**config.mk**
```make
export PLATFORM = sky130hd
export DESIGN_NAME = websocket_frame_parser
export DESIGN_NICKNAME = d
export VERILOG_FILES = /design/src/wsfp_pkg.sv /design/src/wsfp_core.sv /design/src/websocket_frame_parser.sv
export SDC_FILE = /design/constraint.sdc
export NUM_CORES = 1
export LEC_CHECK = 0
export ABC_AREA = 1
export BUFFER_PORTS_ARGS = -buffer_cell sky130_fd_sc_hd__buf_4
export CORE_UTILIZATION = 49
export DETAILED_ROUTE_END_ITERATION = 6
export PLACE_DENSITY_LB_ADDON = 0.25
export REMOVE_ABC_BUFFERS = 1
export SYNTH_ARGS = -nofsm -noshare
export SYNTH_HDL_FRONTEND = slang
export SYNTH_SLANG_ARGS = --single-unit
```
**constraint.sdc**
```tcl
create_clock -name clk -period 6.7 [get_ports clk]
set_clock_uncertainty 0.2 [all_clocks]
set_input_delay 1.34 -clock clk [delete_from_list [all_inputs] [get_ports clk]]
set_output_delay 1.34 -clock clk [all_outputs]
set_load 0.005 [all_outputs]
```
**src/wsfp_pkg.sv**
```systemverilog
// Package: shared types and constants of the WebSocket frame parser.
package wsfp_pkg;

  localparam int unsigned QDEPTH = 4;
  localparam int unsigned QAW    = $clog2(QDEPTH);
  localparam int unsigned QCW    = $clog2(QDEPTH + 1);

  localparam logic [31:0] MAX_LEN_RESET = 32'd8000;

  localparam logic [3:0] OP_CONT  = 4'h0;
  localparam logic [3:0] OP_TEXT  = 4'h1;
  localparam logic [3:0] OP_CLOSE = 4'h8;
  localparam logic [3:0] OP_PING  = 4'h9;
  localparam logic [3:0] OP_PONG  = 4'hA;

  localparam logic [6:0] LEN_EXT16 = 7'd126;
  localparam logic [6:0] LEN_EXT64 = 7'd127;

  localparam logic [7:0] NEWLINE = 8'h0A;

  localparam logic [2:0] KIND_DATA  = 3'd0;
  localparam logic [2:0] KIND_NL    = 3'd1;
  localparam logic [2:0] KIND_CLOSE = 3'd2;
  localparam logic [2:0] KIND_PING  = 3'd3;
  localparam logic [2:0] KIND_PONG  = 3'd4;

  typedef enum logic [2:0] {
    PH_HEAD,
    PH_LEN,
    PH_L16A,
    PH_L16B,
    PH_L64,
    PH_KEY,
    PH_DATA
  } phase_t;

  typedef struct packed {
    logic [2:0] kind;
    logic [7:0] data;
    logic       last;
  } res_t;

  typedef struct packed {
    logic [1:0] cnt;
    res_t       r0;
    res_t       r1;
  } push_t;

endpackage

```
**src/wsfp_core.sv**
```systemverilog
// Frame header walker, unmasking and event generation; one byte per accept.
module wsfp_core (
  input  logic                 clk,
  input  logic                 rst,
  input  logic [31:0]          max_frame_len,
  input  logic                 in_acc,
  input  logic [7:0]           byte_in,
  input  logic                 chunk_last,
  output wsfp_pkg::push_t      push
);

  wsfp_pkg::phase_t phase, phase_next;
  logic [62:0] frame_len, frame_len_next;
  logic [31:0] mask_key, mask_key_next;
  logic [1:0]  mask_index, mask_index_next;
  logic [3:0]  op, op_next;
  logic        drop, drop_next;
  logic        frag, frag_next;
  logic [2:0]  cnt, cnt_next;

  logic [3:0]  op_in;
  logic        fin;
  logic [62:0] len_dec;
  logic [7:0]  key_byte;
  logic        frame_done;

  assign op_in   = byte_in[3:0];
  assign fin     = byte_in[7];
  assign len_dec = frame_len - 63'd1;
  assign frame_done = (phase == wsfp_pkg::PH_KEY && cnt == 3'd3 && frame_len == '0) ||
                      (phase == wsfp_pkg::PH_DATA && len_dec == '0);

  always_comb begin
    case (mask_index)
      2'd0:    key_byte = mask_key[31:24];
      2'd1:    key_byte = mask_key[23:16];
      2'd2:    key_byte = mask_key[15:8];
      default: key_byte = mask_key[7:0];
    endcase
  end

  // next state
  always_comb begin
    phase_next      = phase;
    frame_len_next  = frame_len;
    mask_key_next   = mask_key;
    mask_index_next = mask_index;
    op_next         = op;
    drop_next       = drop;
    frag_next       = frag;
    cnt_next        = cnt;
    case (phase)
      wsfp_pkg::PH_HEAD: begin
        case (op_in)
          wsfp_pkg::OP_CONT: begin
            if (!frag) begin
              drop_next = 1'b1;
              op_next   = op_in;
            end else begin
              drop_next = 1'b0;
              op_next   = wsfp_pkg::OP_TEXT;
              frag_next = !fin;
            end
          end
          wsfp_pkg::OP_TEXT: begin
            op_next = op_in;
            if (frag) begin
              drop_next = 1'b1;
            end else begin
              drop_next = 1'b0;
              frag_next = !fin;
            end
          end
          wsfp_pkg::OP_CLOSE, wsfp_pkg::OP_PING, wsfp_pkg::OP_PONG: begin
            drop_next = 1'b1;
            op_next   = fin ? op_in : wsfp_pkg::OP_CONT;
          end
          default: begin
            drop_next = 1'b1;
            frag_next = 1'b0;
            op_next   = op_in;
          end
        endcase
        phase_next = wsfp_pkg::PH_LEN;
      end
      wsfp_pkg::PH_LEN: begin
        cnt_next = 3'd0;
        if (byte_in[6:0] == wsfp_pkg::LEN_EXT16) begin
          phase_next = wsfp_pkg::PH_L16A;
        end else if (byte_in[6:0] == wsfp_pkg::LEN_EXT64) begin
          phase_next = wsfp_pkg::PH_L64;
        end else begin
          frame_len_next = {56'd0, byte_in[6:0]};
          phase_next     = wsfp_pkg::PH_KEY;
        end
      end
      wsfp_pkg::PH_L16A: begin
        frame_len_next = {55'd0, byte_in};
        phase_next     = wsfp_pkg::PH_L16B;
      end
      wsfp_pkg::PH_L16B: begin
        frame_len_next = {frame_len[54:0], byte_in};
        phase_next     = wsfp_pkg::PH_KEY;
      end
      wsfp_pkg::PH_L64: begin
        if (cnt == 3'd0) begin
          frame_len_next = {56'd0, byte_in[6:0]};
        end else begin
          frame_len_next = {frame_len[54:0], byte_in};
        end
        if (cnt == 3'd7) begin
          cnt_next   = 3'd0;
          phase_next = wsfp_pkg::PH_KEY;
        end else begin
          cnt_next = cnt + 3'd1;
        end
      end
      wsfp_pkg::PH_KEY: begin
        if (cnt == 3'd0 && frame_len > {31'd0, max_frame_len}) begin
          drop_next = 1'b1;
          frag_next = 1'b0;
        end
        mask_key_next = {mask_key[23:0], byte_in};
        if (cnt == 3'd3) begin
          mask_index_next = 2'd0;
          cnt_next        = 3'd0;
          phase_next      = (frame_len != '0) ? wsfp_pkg::PH_DATA : wsfp_pkg::PH_HEAD;
        end else begin
          cnt_next = cnt + 3'd1;
        end
      end
      wsfp_pkg::PH_DATA: begin
        mask_index_next = mask_index + 2'd1;
        frame_len_next  = len_dec;
        if (len_dec == '0) begin
          phase_next = wsfp_pkg::PH_HEAD;
        end
      end
      default: begin
        phase_next = wsfp_pkg::PH_HEAD;
      end
    endcase
  end

  // results
  always_comb begin
    logic          has_a;
    wsfp_pkg::res_t a;
    logic          nl;
    has_a  = 1'b0;
    a.kind = wsfp_pkg::KIND_DATA;
    a.data = 8'd0;
    a.last = 1'b1;
    nl     = in_acc && chunk_last;
    if (in_acc && phase == wsfp_pkg::PH_DATA && !drop) begin
      has_a  = 1'b1;
      a.data = byte_in ^ key_byte;
    end else if (in_acc && frame_done) begin
      case (op)
        wsfp_pkg::OP_CLOSE: begin
          has_a  = 1'b1;
          a.kind = wsfp_pkg::KIND_CLOSE;
        end
        wsfp_pkg::OP_PING: begin
          has_a  = 1'b1;
          a.kind = wsfp_pkg::KIND_PING;
        end
        wsfp_pkg::OP_PONG: begin
          has_a  = 1'b1;
          a.kind = wsfp_pkg::KIND_PONG;
        end
        default: has_a = 1'b0;
      endcase
    end
    a.last       = !nl;
    push.cnt     = {1'b0, has_a} + {1'b0, nl};
    push.r1.kind = wsfp_pkg::KIND_NL;
    push.r1.data = wsfp_pkg::NEWLINE;
    push.r1.last = 1'b1;
    push.r0      = has_a ? a : push.r1;
  end

  always_ff @(posedge clk) begin
    if (rst) begin
      phase      <= wsfp_pkg::PH_HEAD;
      frame_len  <= '0;
      mask_key   <= '0;
      mask_index <= '0;
      op         <= '0;
      drop       <= 1'b0;
      frag       <= 1'b0;
      cnt        <= '0;
    end else if (in_acc) begin
      phase      <= phase_next;
      frame_len  <= frame_len_next;
      mask_key   <= mask_key_next;
      mask_index <= mask_index_next;
      op         <= op_next;
      drop       <= drop_next;
      frag       <= frag_next;
      cnt        <= cnt_next;
    end
  end

  a_data_len: assert property (@(posedge clk) disable iff (rst)
    phase == wsfp_pkg::PH_DATA |-> frame_len != '0)
    else $error("data phase with zero remaining length");

  a_key_cnt: assert property (@(posedge clk) disable iff (rst)
    phase == wsfp_pkg::PH_KEY |-> cnt <= 3'd3)
    else $error("key byte counter out of range");

  a_pass_text: assert property (@(posedge clk) disable iff (rst)
    phase == wsfp_pkg::PH_DATA && !drop |-> op == wsfp_pkg::OP_TEXT)
    else $error("payload passed for a non-text frame");

endmodule

```
**src/websocket_frame_parser.sv**
```systemverilog
// Top level: WebSocket frame parser with result queue and config register.
//
// Input stream s_*: one raw received byte per word (s_tdata), s_tlast marks
// the last byte of a chunk and appends a newline result.
// Output stream m_*: one result per word. m_tuser is the result kind
// (0 payload, 1 newline, 2 send close reply, 3 send pong, 4 pong received),
// m_tdata the unmasked payload byte or newline (zero for events), m_tlast
// flags the final result caused by one input byte.
// Each input byte yields zero, one or two results.
// cfg_wen/cfg_wdata write max_frame_len (reset 8000); the user must write it
// only while the block is idle, the block itself does not enforce this.
// Results of a byte are registered in the result queue before they reach m_*.
// Throughput: one byte per cycle while s_tready is high; header, length, key
// and payload bytes are all handled in the cycle they arrive. The output is a
// 4-word result queue; s_tready is high while at least two queue slots are free.
// Reset: the parser returns to waiting for a frame header, the queue empties.
// A stalled receiver fills the queue and then holds s_tready low.
module websocket_frame_parser (
  input  logic        clk,
  input  logic        rst,
  input  logic        s_tvalid,
  output logic        s_tready,
  input  logic [7:0]  s_tdata,   // [7:0] byte_in
  input  logic        s_tlast,
  output logic        m_tvalid,
  input  logic        m_tready,
  output logic [7:0]  m_tdata,   // [7:0] out_byte
  output logic [2:0]  m_tuser,   // [2:0] kind
  output logic        m_tlast,
  input  logic        cfg_wen,
  input  logic [31:0] cfg_wdata
);

  logic [31:0]                   max_frame_len;
  logic                          in_acc;
  logic                          pop;
  wsfp_pkg::push_t               push;
  wsfp_pkg::res_t                q [wsfp_pkg::QDEPTH];
  logic [wsfp_pkg::QAW-1:0]      wr_ptr, rd_ptr;
  logic [wsfp_pkg::QCW-1:0]      count, count_next;
  wsfp_pkg::res_t                head;

  assign s_tready = count <= wsfp_pkg::QCW'(wsfp_pkg::QDEPTH - 2);
  assign in_acc   = s_tvalid && s_tready;
  assign m_tvalid = count != '0;
  assign pop      = m_tvalid && m_tready;
  assign head     = q[rd_ptr];
  assign m_tdata  = head.data;
  assign m_tuser  = head.kind;
  assign m_tlast  = head.last;
  assign count_next = count + wsfp_pkg::QCW'(push.cnt) - wsfp_pkg::QCW'(pop);

  always_ff @(posedge clk) begin
    if (rst) begin
      max_frame_len <= wsfp_pkg::MAX_LEN_RESET;
    end else if (cfg_wen) begin
      max_frame_len <= cfg_wdata;
    end
  end

  wsfp_core u_core (
    .clk           (clk),
    .rst           (rst),
    .max_frame_len (max_frame_len),
    .in_acc        (in_acc),
    .byte_in       (s_tdata),
    .chunk_last    (s_tlast),
    .push          (push)
  );

  always_ff @(posedge clk) begin
    if (push.cnt != 2'd0) begin
      q[wr_ptr] <= push.r0;
    end
    if (push.cnt == 2'd2) begin
      q[wr_ptr + wsfp_pkg::QAW'(1)] <= push.r1;
    end
  end

  always_ff @(posedge clk) begin
    if (rst) begin
      wr_ptr <= '0;
      rd_ptr <= '0;
      count  <= '0;
    end else begin
      wr_ptr <= wr_ptr + wsfp_pkg::QAW'(push.cnt);
      rd_ptr <= rd_ptr + wsfp_pkg::QAW'(pop);
      count  <= count_next;
    end
  end

  a_q_bound: assert property (@(posedge clk) disable iff (rst)
    count <= wsfp_pkg::QCW'(wsfp_pkg::QDEPTH))
    else $error("result queue overflow");

  a_q_count: assert property (@(posedge clk) disable iff (rst)
    1'b1 |=> count == $past(count_next))
    else $error("queue count lost track");

  a_nl_push: assert property (@(posedge clk) disable iff (rst)
    in_acc && s_tlast |-> push.cnt != 2'd0 &&
      ((push.cnt == 2'd1 && push.r0.kind == wsfp_pkg::KIND_NL) ||
       (push.cnt == 2'd2 && push.r1.kind == wsfp_pkg::KIND_NL)))
    else $error("chunk end without newline result");

  a_no_push_idle: assert property (@(posedge clk) disable iff (rst)
    !in_acc |-> push.cnt == 2'd0)
    else $error("results pushed without an accepted word");

endmodule

```
==> results of run 1 <==
## Yosys cell counts, types with 10 or more instances
| cell | instances | area share, % |
|---|---|---|
| nor2_2 | 12 | 0.64 |
| o22ai_1 | 24 | 1.3 |
| nand4_1 | 11 | 0.59 |
| xor2_1 | 30 | 2.2 |
| nand2_2 | 10 | 0.53 |
| ha_1 | 52 | 5.6 |
| nor2_1 | 276 | 8.8 |
| nand3_1 | 50 | 2.1 |
| nor3_1 | 20 | 0.85 |
| clkbuf_1 | 63 | 2.0 |
| a21oi_1 | 190 | 8.1 |
| a211oi_1 | 12 | 0.77 |
| dfxtp_1 | 196 | 34 |
| inv_1 | 171 | 5.5 |
| nand2_1 | 476 | 15 |
| o21ai_0 | 186 | 7.9 |
## final cells by class
| type | instances | area [sq um] | share of cell area (%) |
|---|---|---|---|
| flip-flops and latches | 196 | 3924 | 30.26 |
| inverters | 177 | 664.4 | 5.124 |
| well taps | 319 | 399.1 | 3.078 |
| clock inverters | 14 | 160.2 | 1.235 |
| repair buffers | 69 | 518.0 | 3.995 |
| clock buffers | 17 | 425.4 | 3.281 |
| multi-input cells | 1402 | 6877 | 53.03 |
## flip-flops by register name (all words and copies together) (netlist names)
signal             flops
wr_ptr                 2
u_core.op              4
u_core.drop            1
count                  3
u_core.phase           3
rd_ptr                 2
max_frame_len         32
u_core.mask_index      2
u_core.mask_key       32
u_core.frag            1
u_core.frame_len      63
q                     48
u_core.cnt             3
## final timing paths
path / to / slack, ns
hold / removal: q[1][5] / 0.26
hold reg to reg: q[1][5] / 0.26
setup reg to reg: q[3][4] / 1.70
setup / recovery: q[3][4] / 1.70
## tightest hold or removal path, cell delays in order, from the launching register on
cell,delay [ns]
dfxtp_1,0.33
nand2_1,0.05
o21ai_0,0.05
## through the flow
stage          cells  utilization (%)
2_1_floorplan   1775                -
3_3_place_gp    2163            52.75
3_5_place_dp    2163            52.75
4_1_cts         2194            55.25
5_1_grt         2194            55.25
6_report        2194            55.25
## logic make-up (layout without fill, tap and decap cells)
logic type | count (synthesis) | count (layout) | share of synthesized area [%]
AOI/OAI and AO/OA | 443 | 443 | 20.18
xor gates and xnor gates | 31 | 31 | 2.319
and+or+nand+nor | 875 | 875 | 30.31
DFF | 196 | 196 | 33.51
buffers and inverters | 247 | 277 | 7.950
adders and majority gates | 53 | 53 | 5.727
## power by group through the flow
stage | Combinational, mW | Clock (mW) | Sequential (mW)
final | 2.62 | 1.04 | 1.49
after global routing | 2.91 | 1.10 | 1.52
after CTS | 2.59 | 1.06 | 1.49
after detailed placement | 2.57 | 0 | 1.51
after global placement | 2.56 | 0 | 1.51
after floorplan | 1.79 | 0 | 1.47
## metal layers
layer / GRT usage, % / share of wire, %
met5: 0 / 0
met4: 11.81 / 3.0
met3: 3.628 / 5.2
met2: 51.81 / 48
met1: 40.01 / 44
==> impl_metrics.ini, run 1 <==
[critical_path]
slowest_delay_ns = 0.86
crit-reg2reg-launch = u_core.frame_len[0]
cp_top_family = simple AND/OR/NAND/NOR gates
path_class = register to register
crit_fanout = 20
cp-end-kind = register
cp-start-kind = register
crit_buf_inv = 5
cp.depth = 26
worst-r2r-cell-count = 26
crit_path_frequent_cell = nand2_1
critical_path_required_ns = 6.84
cp-startpoint = u_core.frame_len[0]
arrival_ns = 5.14
slowest_stage = nor3_2

[global_routing]
grt_util_all_layers_pct = 30.74
grt_overflow = 0
antenna_found_initial = 0
grt_pass1_vias = 11330
grt_start_max_net_pins = 78
grt_pass1_wl_um = 58950

[yosys]
seq_area_frac_synth_pct = 33.51
yosys_warnings = 0
syn_area_sq_um = 11710
synth-seq-cells = 196
async_flop_share_pct = 0
synth_edf_count = 0
synth_cells = 1845
synth_flop_cell = dfxtp_1
synthDistinctLibCells = 44
synth.avg_cell_area_sq_um = 6.347

[placement]
pre_cts_slack_ns = 1.852
gp_congestion = 1.002
port-buffer-count = 59
dpl_cell_area_sq_um = 12380
hpwl_um = 26830

[routing]
dr.pass1.iters = 7
drc = 0
dr_total_vias = 12160
drt_wl_total_um = 36310
drtAntennaViolNets = 0
wl_per_cell_um = 16.55
drtIter0Drc = 862
drt-vias-per-instance = 5.544

[power_and_ir_drop]
power_density_nw_per_um2 = 397.9
p_leak_nw = 5.980
seqPwrFrac_pct = 28.9
clkPwrFrac_pct = 20.2
total_power_mw = 5.160
combPwrFrac_pct = 50.8
power.switching_mw = 2.440
switching_share_pct = 47.30
ir_drop_v = 0.0002228
p_int_mw = 2.719

[cells_and_area]
fill_cells = 2404
drive_gt1_share_pct = 7.360
fin_nets = 1962
final_cell_mix = 476 x nand2_1, 274 x nor2_1, 196 x dfxtp_1
diodes = 0
stdcell_area_sq_um = 12970
area_growth_pct = 10.74
layout_commonest_cell = nand2_1

[run_status]
status = complete, no violations

[timing]
maxSlewHeadroom_pct = 25.99
fmax_ghz = 0.2000
tns_ns = 0
rsz0062_at_grt = false
period_minus_slack_ns = 4.999
hold_violations = 0
hold_ws_ns = 0.2639
setup_viol = 0
finalCritPeriodShare_pct = 74.61
drv_slew = 0
worst_slack_ns = 1.701
tightest_slew_ns = 1.109

[min_path]
holdCritStartpoint = q[1][5]
min_path_cells = 2
min-delay-path-class = register to register

[clocking]
post_cts_buffers = 0
clock_latency_ns = 0.45
cts_tree = yes
cts_inserted_buffers = 17
clkSinkCount = 196
cts.clk_slew.worst_paths_ns = 0.09
cts.repair.resized = 0
cts_hold_buffers = 0
htree_levels = 4
clock_path_buffers = 2
clock-root-buffer = clkbuf_16

[run]
maxCapViolations = 0

[floorplan]
core_area_sq_um = 23470
dieArea_sq_um = 24520
die_x_um = 156.6
ios = 60
fp-row-count = 56
die_h_um = 156.6
initial_core_util_pct = 49.89
(Power assumes the default switching activity.)
==> run 2: changes to the inputs <==
Clock period 6.7 ns to 4.58 ns, I/O delays scaled along.
==> run 2 against run 1 <==
The run now ends with DRC left. Clock power is 54% higher. Hold slack gained 0.0056 ns. First-iteration DRC count rose by 26%. Fmax increased by 18%. Critical endpoint is now count[2]. Clock-buffer cell count did not move. Register-to-register slack got worse by 1.4 ns. Cell count grew 0.91%. Highest routed layer is now met5.
==> impl_metrics.ini, run 2 (synthesis results as in run 1) <==
[critical_path]
path_class = register to register
cp-start-kind = register
critical_path_required_ns = 4.72
arrival_ns = 4.38
cp-end-kind = register
crit_fanout = 6

[placement]
port-buffer-count = 59
gp_congestion = 1.020
hpwl_um = 26880
placed_cells = 2182
dpl_cell_area_sq_um = 12520

[cells_and_area]
diodes = 0
area_growth_pct = 12.51
seq_area_sq_um = 3924
largest_registers = u_core.frame_len x63, q x48
stdcell_area_sq_um = 13180
largest_reg_flops = 63
final_cell_mix = 476 x nand2_1, 272 x nor2_1, 196 x dfxtp_1
multi_input_area_sq_um = 6889
regMostFlops = u_core.frame_len
layout_commonest_cell = nand2_1
fin_cells = 2214
fin_nets = 1981
drive_gt1_share_pct = 8.549
fill_cells = 2370

[min_path]
min-delay-path-class = register to register

[timing]
tightest_slew_ns = 1.276
hold_violations = 0
finalCritPeriodShare_pct = 92.59
rsz0062_at_grt = false
period_minus_slack_ns = 4.241
setup_viol = 0
fmax_ghz = 0.2358
maxSlewHeadroom_pct = 14.84
hold_ws_ns = 0.2695
drv_slew = 0

[global_routing]
grt_overflow = 0
antenna_found_initial = 1
grt_start_max_net_pins = 78
grt_pass1_vias = 11360
grt_util_all_layers_pct = 30.22
grt_pass1_wl_um = 58150

[routing]
dr.pass1.iters = 7
wl_per_cell_um = 16.34
drtIter0Drc = 1087
drtAntennaViolNets = 0
dr_total_vias = 12260
drt-vias-per-instance = 5.538
drc = 2
drt_wl_total_um = 36170

[floorplan]
die_x_um = 156.6
die_h_um = 156.6
fp-row-count = 56
initial_core_util_pct = 49.89
core_area_sq_um = 23470
ios = 60
dieArea_sq_um = 24520

[clocking]
htree_levels = 4
clock_latency_ns = 0.45
cts_tree = yes
clkSinkCount = 196
cts_hold_buffers = 0
clock-root-buffer = clkbuf_16
cts_inserted_buffers = 17
clock_path_buffers = 2
cts.clk_slew.worst_paths_ns = 0.09

[run_status]
status = finished with violations
violations = DRC

[power_and_ir_drop]
power_density_nw_per_um2 = 580.5
ir_drop_v = 0.0002834
p_leak_nw = 6.103

[run]
maxCapViolations = 0
run 2: cell types whose count changed in the layout (fill, tap and decap cells not counted), moves of 2 or more:
cell      delta
clkinv_8     +2
inv_8        -2
clkinv_4     -3
nor2_1       -2
buf_4       +19
inv_12       +3
run 2: per-stage QoR:
step	power, mW	setup slack (ns)	setup TNS (ns)	utilization (%)
3_5_place_dp	5.971	0.3750	0	53.36
4_1_cts	7.580	0.3589	0	56.08
6_report	7.648	0.3392	0	56.13
2_1_floorplan	4.767	-0.8378	-27.22	-
3_3_place_gp	5.939	0.4695	0	53.36
5_1_grt	8.189	0.006137	0	56.13
run 2: area by class of cell:
cell class              instances  area share [%]
inverters                     177           5.043
well taps                     319           3.029
clock inverters                15           1.614
flip-flops and latches        196           29.78
multi-input cells            1402           52.29
clock buffers                  17           3.229
repair buffers                 88           5.014
run 2: final timing paths:
check                           cells past startpoint  slack [ns]                 to                 from
worst max register to register                     22        0.34           count[2]  u_core.frame_len[8]
worst min-delay path                                2        0.27  max_frame_len[14]    max_frame_len[14]
worst min register to register                      2        0.27  max_frame_len[14]    max_frame_len[14]
worst max-delay path                               22        0.34           count[2]  u_core.frame_len[8]
run 2: what timing repair did:
item                                    4_1_cts  5_1_grt
buffers inserted                              0        0
endpoints found under the setup margin        0       12
resized for setup                             0        5
run 2: critical path: stages, from the launching register on:
cell,delay (ns)
dfxtp_1,0.41
nor2_2,0.15
nand2_1,0.14
nor2_1,0.34
nand2_1,0.09
nor2_1,0.34
xor2_1,0.22
nor2_1,0.14
nand2_1,0.06
nor2_1,0.16
nand2_1,0.08
nor2_2,0.10
nand3_1,0.12
nand2_2,0.13
nand2_2,0.07
nand2_4,0.12
ha_1,0.20
inv_1,0.08
ha_1,0.27
inv_1,0.05
fa_1,0.43
o21ai_0,0.17
a21oi_1,0.06
run 2: report_power, final:
group / switching [mW] / internal (mW) / total (mW)
registers: 0.173 / 1.97 / 2.15
clock network: 0.837 / 0.768 / 1.60
logic: 2.60 / 1.30 / 3.90
run 2: per-layer routing:
metal	GRT usage (%)	vias to the layer above	wire, um
met4	10.74	2	999
li1	-	6091	-
met3	4.929	63	2617
met5	0	-	11
met2	50.85	446	16950
met1	38.89	5659	15590
==> run 3: changes to the inputs <==
Settings changed: REMOVE_ABC_BUFFERS 1 to unset.
==> run 3 against run 2 <==
The run still ends with DRC left. Routed wire length is 1.9% higher. Cell count decreased by 0.27%. Non-clock buffer count shrank 6. Setup slack worse by 0.0080 ns. Sequential share of layout area up 0.14 points. Utilization decreased by 0.26 points. Global-route usage increased by 0.86 points. Critical path type unchanged. Critical endpoint unchanged. Largest power group unchanged.
==> impl_metrics.ini, run 3 (synthesis results as in run 1) <==
[run_status]
status = finished with violations
violations = DRC

[min_path]
min_path_cells = 2
min-delay-path-class = register to register
hold_end = q[1][6]
holdCritStartpoint = q[1][6]

[critical_path]
r2r_slack_ns = 0.33
cp_top_family = simple AND/OR/NAND/NOR gates
path_class = register to register
crit_fanout = 6
worst-r2r-cell-count = 22
r2r_end = count[2]
cp-end-kind = register
crit-reg2reg-launch = u_core.frame_len[23]
cp-start-kind = register
cp.depth = 22
crit_path_cell_trace = nor2_1, nand2_1, nor2_1, nand2_1, nor2_1, xor2_1, nor2_1, nand2_1, nor2_1, nand2_1, nor2_1, nand3_1, nand2_2, nand2_2, nand2_4, ha_1, inv_1, ha_1, inv_1, fa_1, o21ai_0, a21oi_1
arrival_ns = 4.40
slowest_stage = fa_1
crit_path_frequent_cell = nor2_1
slowest_delay_ns = 0.43
critical_path_required_ns = 4.73
crit_buf_inv = 2

[run]
maxCapViolations = 0

[power_and_ir_drop]
switching_share_pct = 47.32
combPwrFrac_pct = 51.1
clkPwrFrac_pct = 21.0
ir_drop_v = 0.0003003
power_density_nw_per_um2 = 587.5
seqPwrFrac_pct = 27.9
power.switching_mw = 3.646
p_int_mw = 4.059
p_leak_nw = 6.069

[clocking]
cts_inserted_buffers = 17
clock-root-buffer = clkbuf_16
clock_latency_ns = 0.46
clkSinkCount = 196
cts_tree = yes
htree_levels = 4
cts.clk_slew.worst_paths_ns = 0.09
clock_path_buffers = 2
post_cts_buffers = 0

[global_routing]
grt_start_max_net_pins = 78
top_usage_layer = met2
grt_util_met1_pct = 40.58
antenna_found_initial = 0
grt_pass1_wl_um = 59460
grt_overflow = 0
use_met2_pct = 51.49
grt_pass1_vias = 11400
grt_util_all_layers_pct = 31.07
grtUsageMet3_pct = 5.151

[timing]
rsz0062_at_grt = false
drv_slew = 0
period_minus_slack_ns = 4.249
setup_viol = 0
finalCritPeriodShare_pct = 92.77
fmax_ghz = 0.2354
hold_violations = 0
hold_ws_ns = 0.2622
maxSlewHeadroom_pct = 16.37
tns_ns = 0
tightest_slew_ns = 1.253

[cells_and_area]
diodes = 0
drive_gt1_share_pct = 8.258
largest_reg_flops = 63
area_growth_pct = 11.99
multi_input_area_sq_um = 6889
largest_registers = u_core.frame_len x63, q x48
final_cell_mix = 476 x nand2_1, 272 x nor2_1, 196 x dfxtp_1
fin_nets = 1975
seq_area_sq_um = 3924
fill_cells = 2409
layout_commonest_cell = nand2_1
regMostFlops = u_core.frame_len

[routing]
drt-vias-per-instance = 5.561
drtIter0Drc = 989
wl_per_cell_um = 16.69
dr.pass1.iters = 7
dr_total_vias = 12280
drc = 2
drtAntennaViolNets = 0
drt_wl_total_um = 36840

[placement]
hpwl_um = 27010
port-buffer-count = 59
gp_congestion = 1.036

[floorplan]
dieArea_sq_um = 24520
ios = 60
die_h_um = 156.6
initial_core_util_pct = 49.89
fp-row-count = 56
core_area_sq_um = 23470
die_x_um = 156.6

[yosys]
synth_nets = 1944
-- run 3: cell count changes in the layout (fill, tap and decap cells not counted), sizes merged --
cell	previous run	this run
inv	182	184
clkinv	10	7
buf	88	82
clkbuf	17	18
-- run 3: final cells by class --
class	instances	area share, %
inverters	177	5.066
clock buffers	18	3.349
well taps	319	3.044
flip-flops and latches	196	29.92
clock inverters	14	1.393
repair buffers	82	4.694
multi-input cells	1402	52.53
-- run 3: worst max-delay path by stage --
stage | from | to | slack (ns)
floorplan | u_core.frame_len[0] | q[1][1] | 0.87
global route | u_core.frame_len[1] | count[2] | 0.0008
CTS | u_core.frame_len[0] | count[2] | 0.17
detailed placement | u_core.frame_len[0] | count[2] | 0.21
global placement | u_core.frame_len[0] | count[2] | 0.20
finish | u_core.frame_len[23] | count[2] | 0.33
-- run 3: routing by layer --
metal	share of wire (%)	vias to the layer above
met1	44	5659
met4	2.7	0
met2	46	473
met5	0	-
met3	7.0	80
li1	-	6067
-- run 3: repair_timing --
| action | 4_1_cts | 5_1_grt |
|---|---|---|
| gates resized for setup | 0 | 5 |
| setup endpoints to repair | 0 | 47 |
| hold buffers | 0 | 0 |
-- run 3: worst min-delay path: cells and delay by family (launching register included) --
kind | cells | cell delay [ns]
and+or+nand+nor | 1 | 0.05
AOI/OAI and AO/OA | 1 | 0.06
DFF | 1 | 0.33
-- run 3: stage by stage --
| stage | util [%] | power (mW) | worst slack, ns | area, sq um | cells |
|---|---|---|---|---|---|
| floorplan | - | 4.826 | 0.8689 | 11710 | 1845 |
| global placement | 53.17 | 5.973 | 0.1964 | 12480 | 2176 |
| detailed placement | 53.17 | 5.999 | 0.2085 | 12480 | 2176 |
| CTS | 55.82 | 7.618 | 0.1668 | 13100 | 2208 |
| global route | 55.87 | 8.264 | 0.0007887 | 13110 | 2208 |
| finish | 55.87 | 7.705 | 0.3312 | 13110 | 2208 |
-- run 3: power by group through the flow --
stage	Combinational (mW)	Clock (mW)	Sequential [mW]
after floorplan	2.69	0	2.14
after global placement	3.80	0	2.17
after detailed placement	3.82	0	2.18
after CTS	3.84	1.63	2.15
after global routing	4.37	1.71	2.19
final	3.94	1.62	2.15
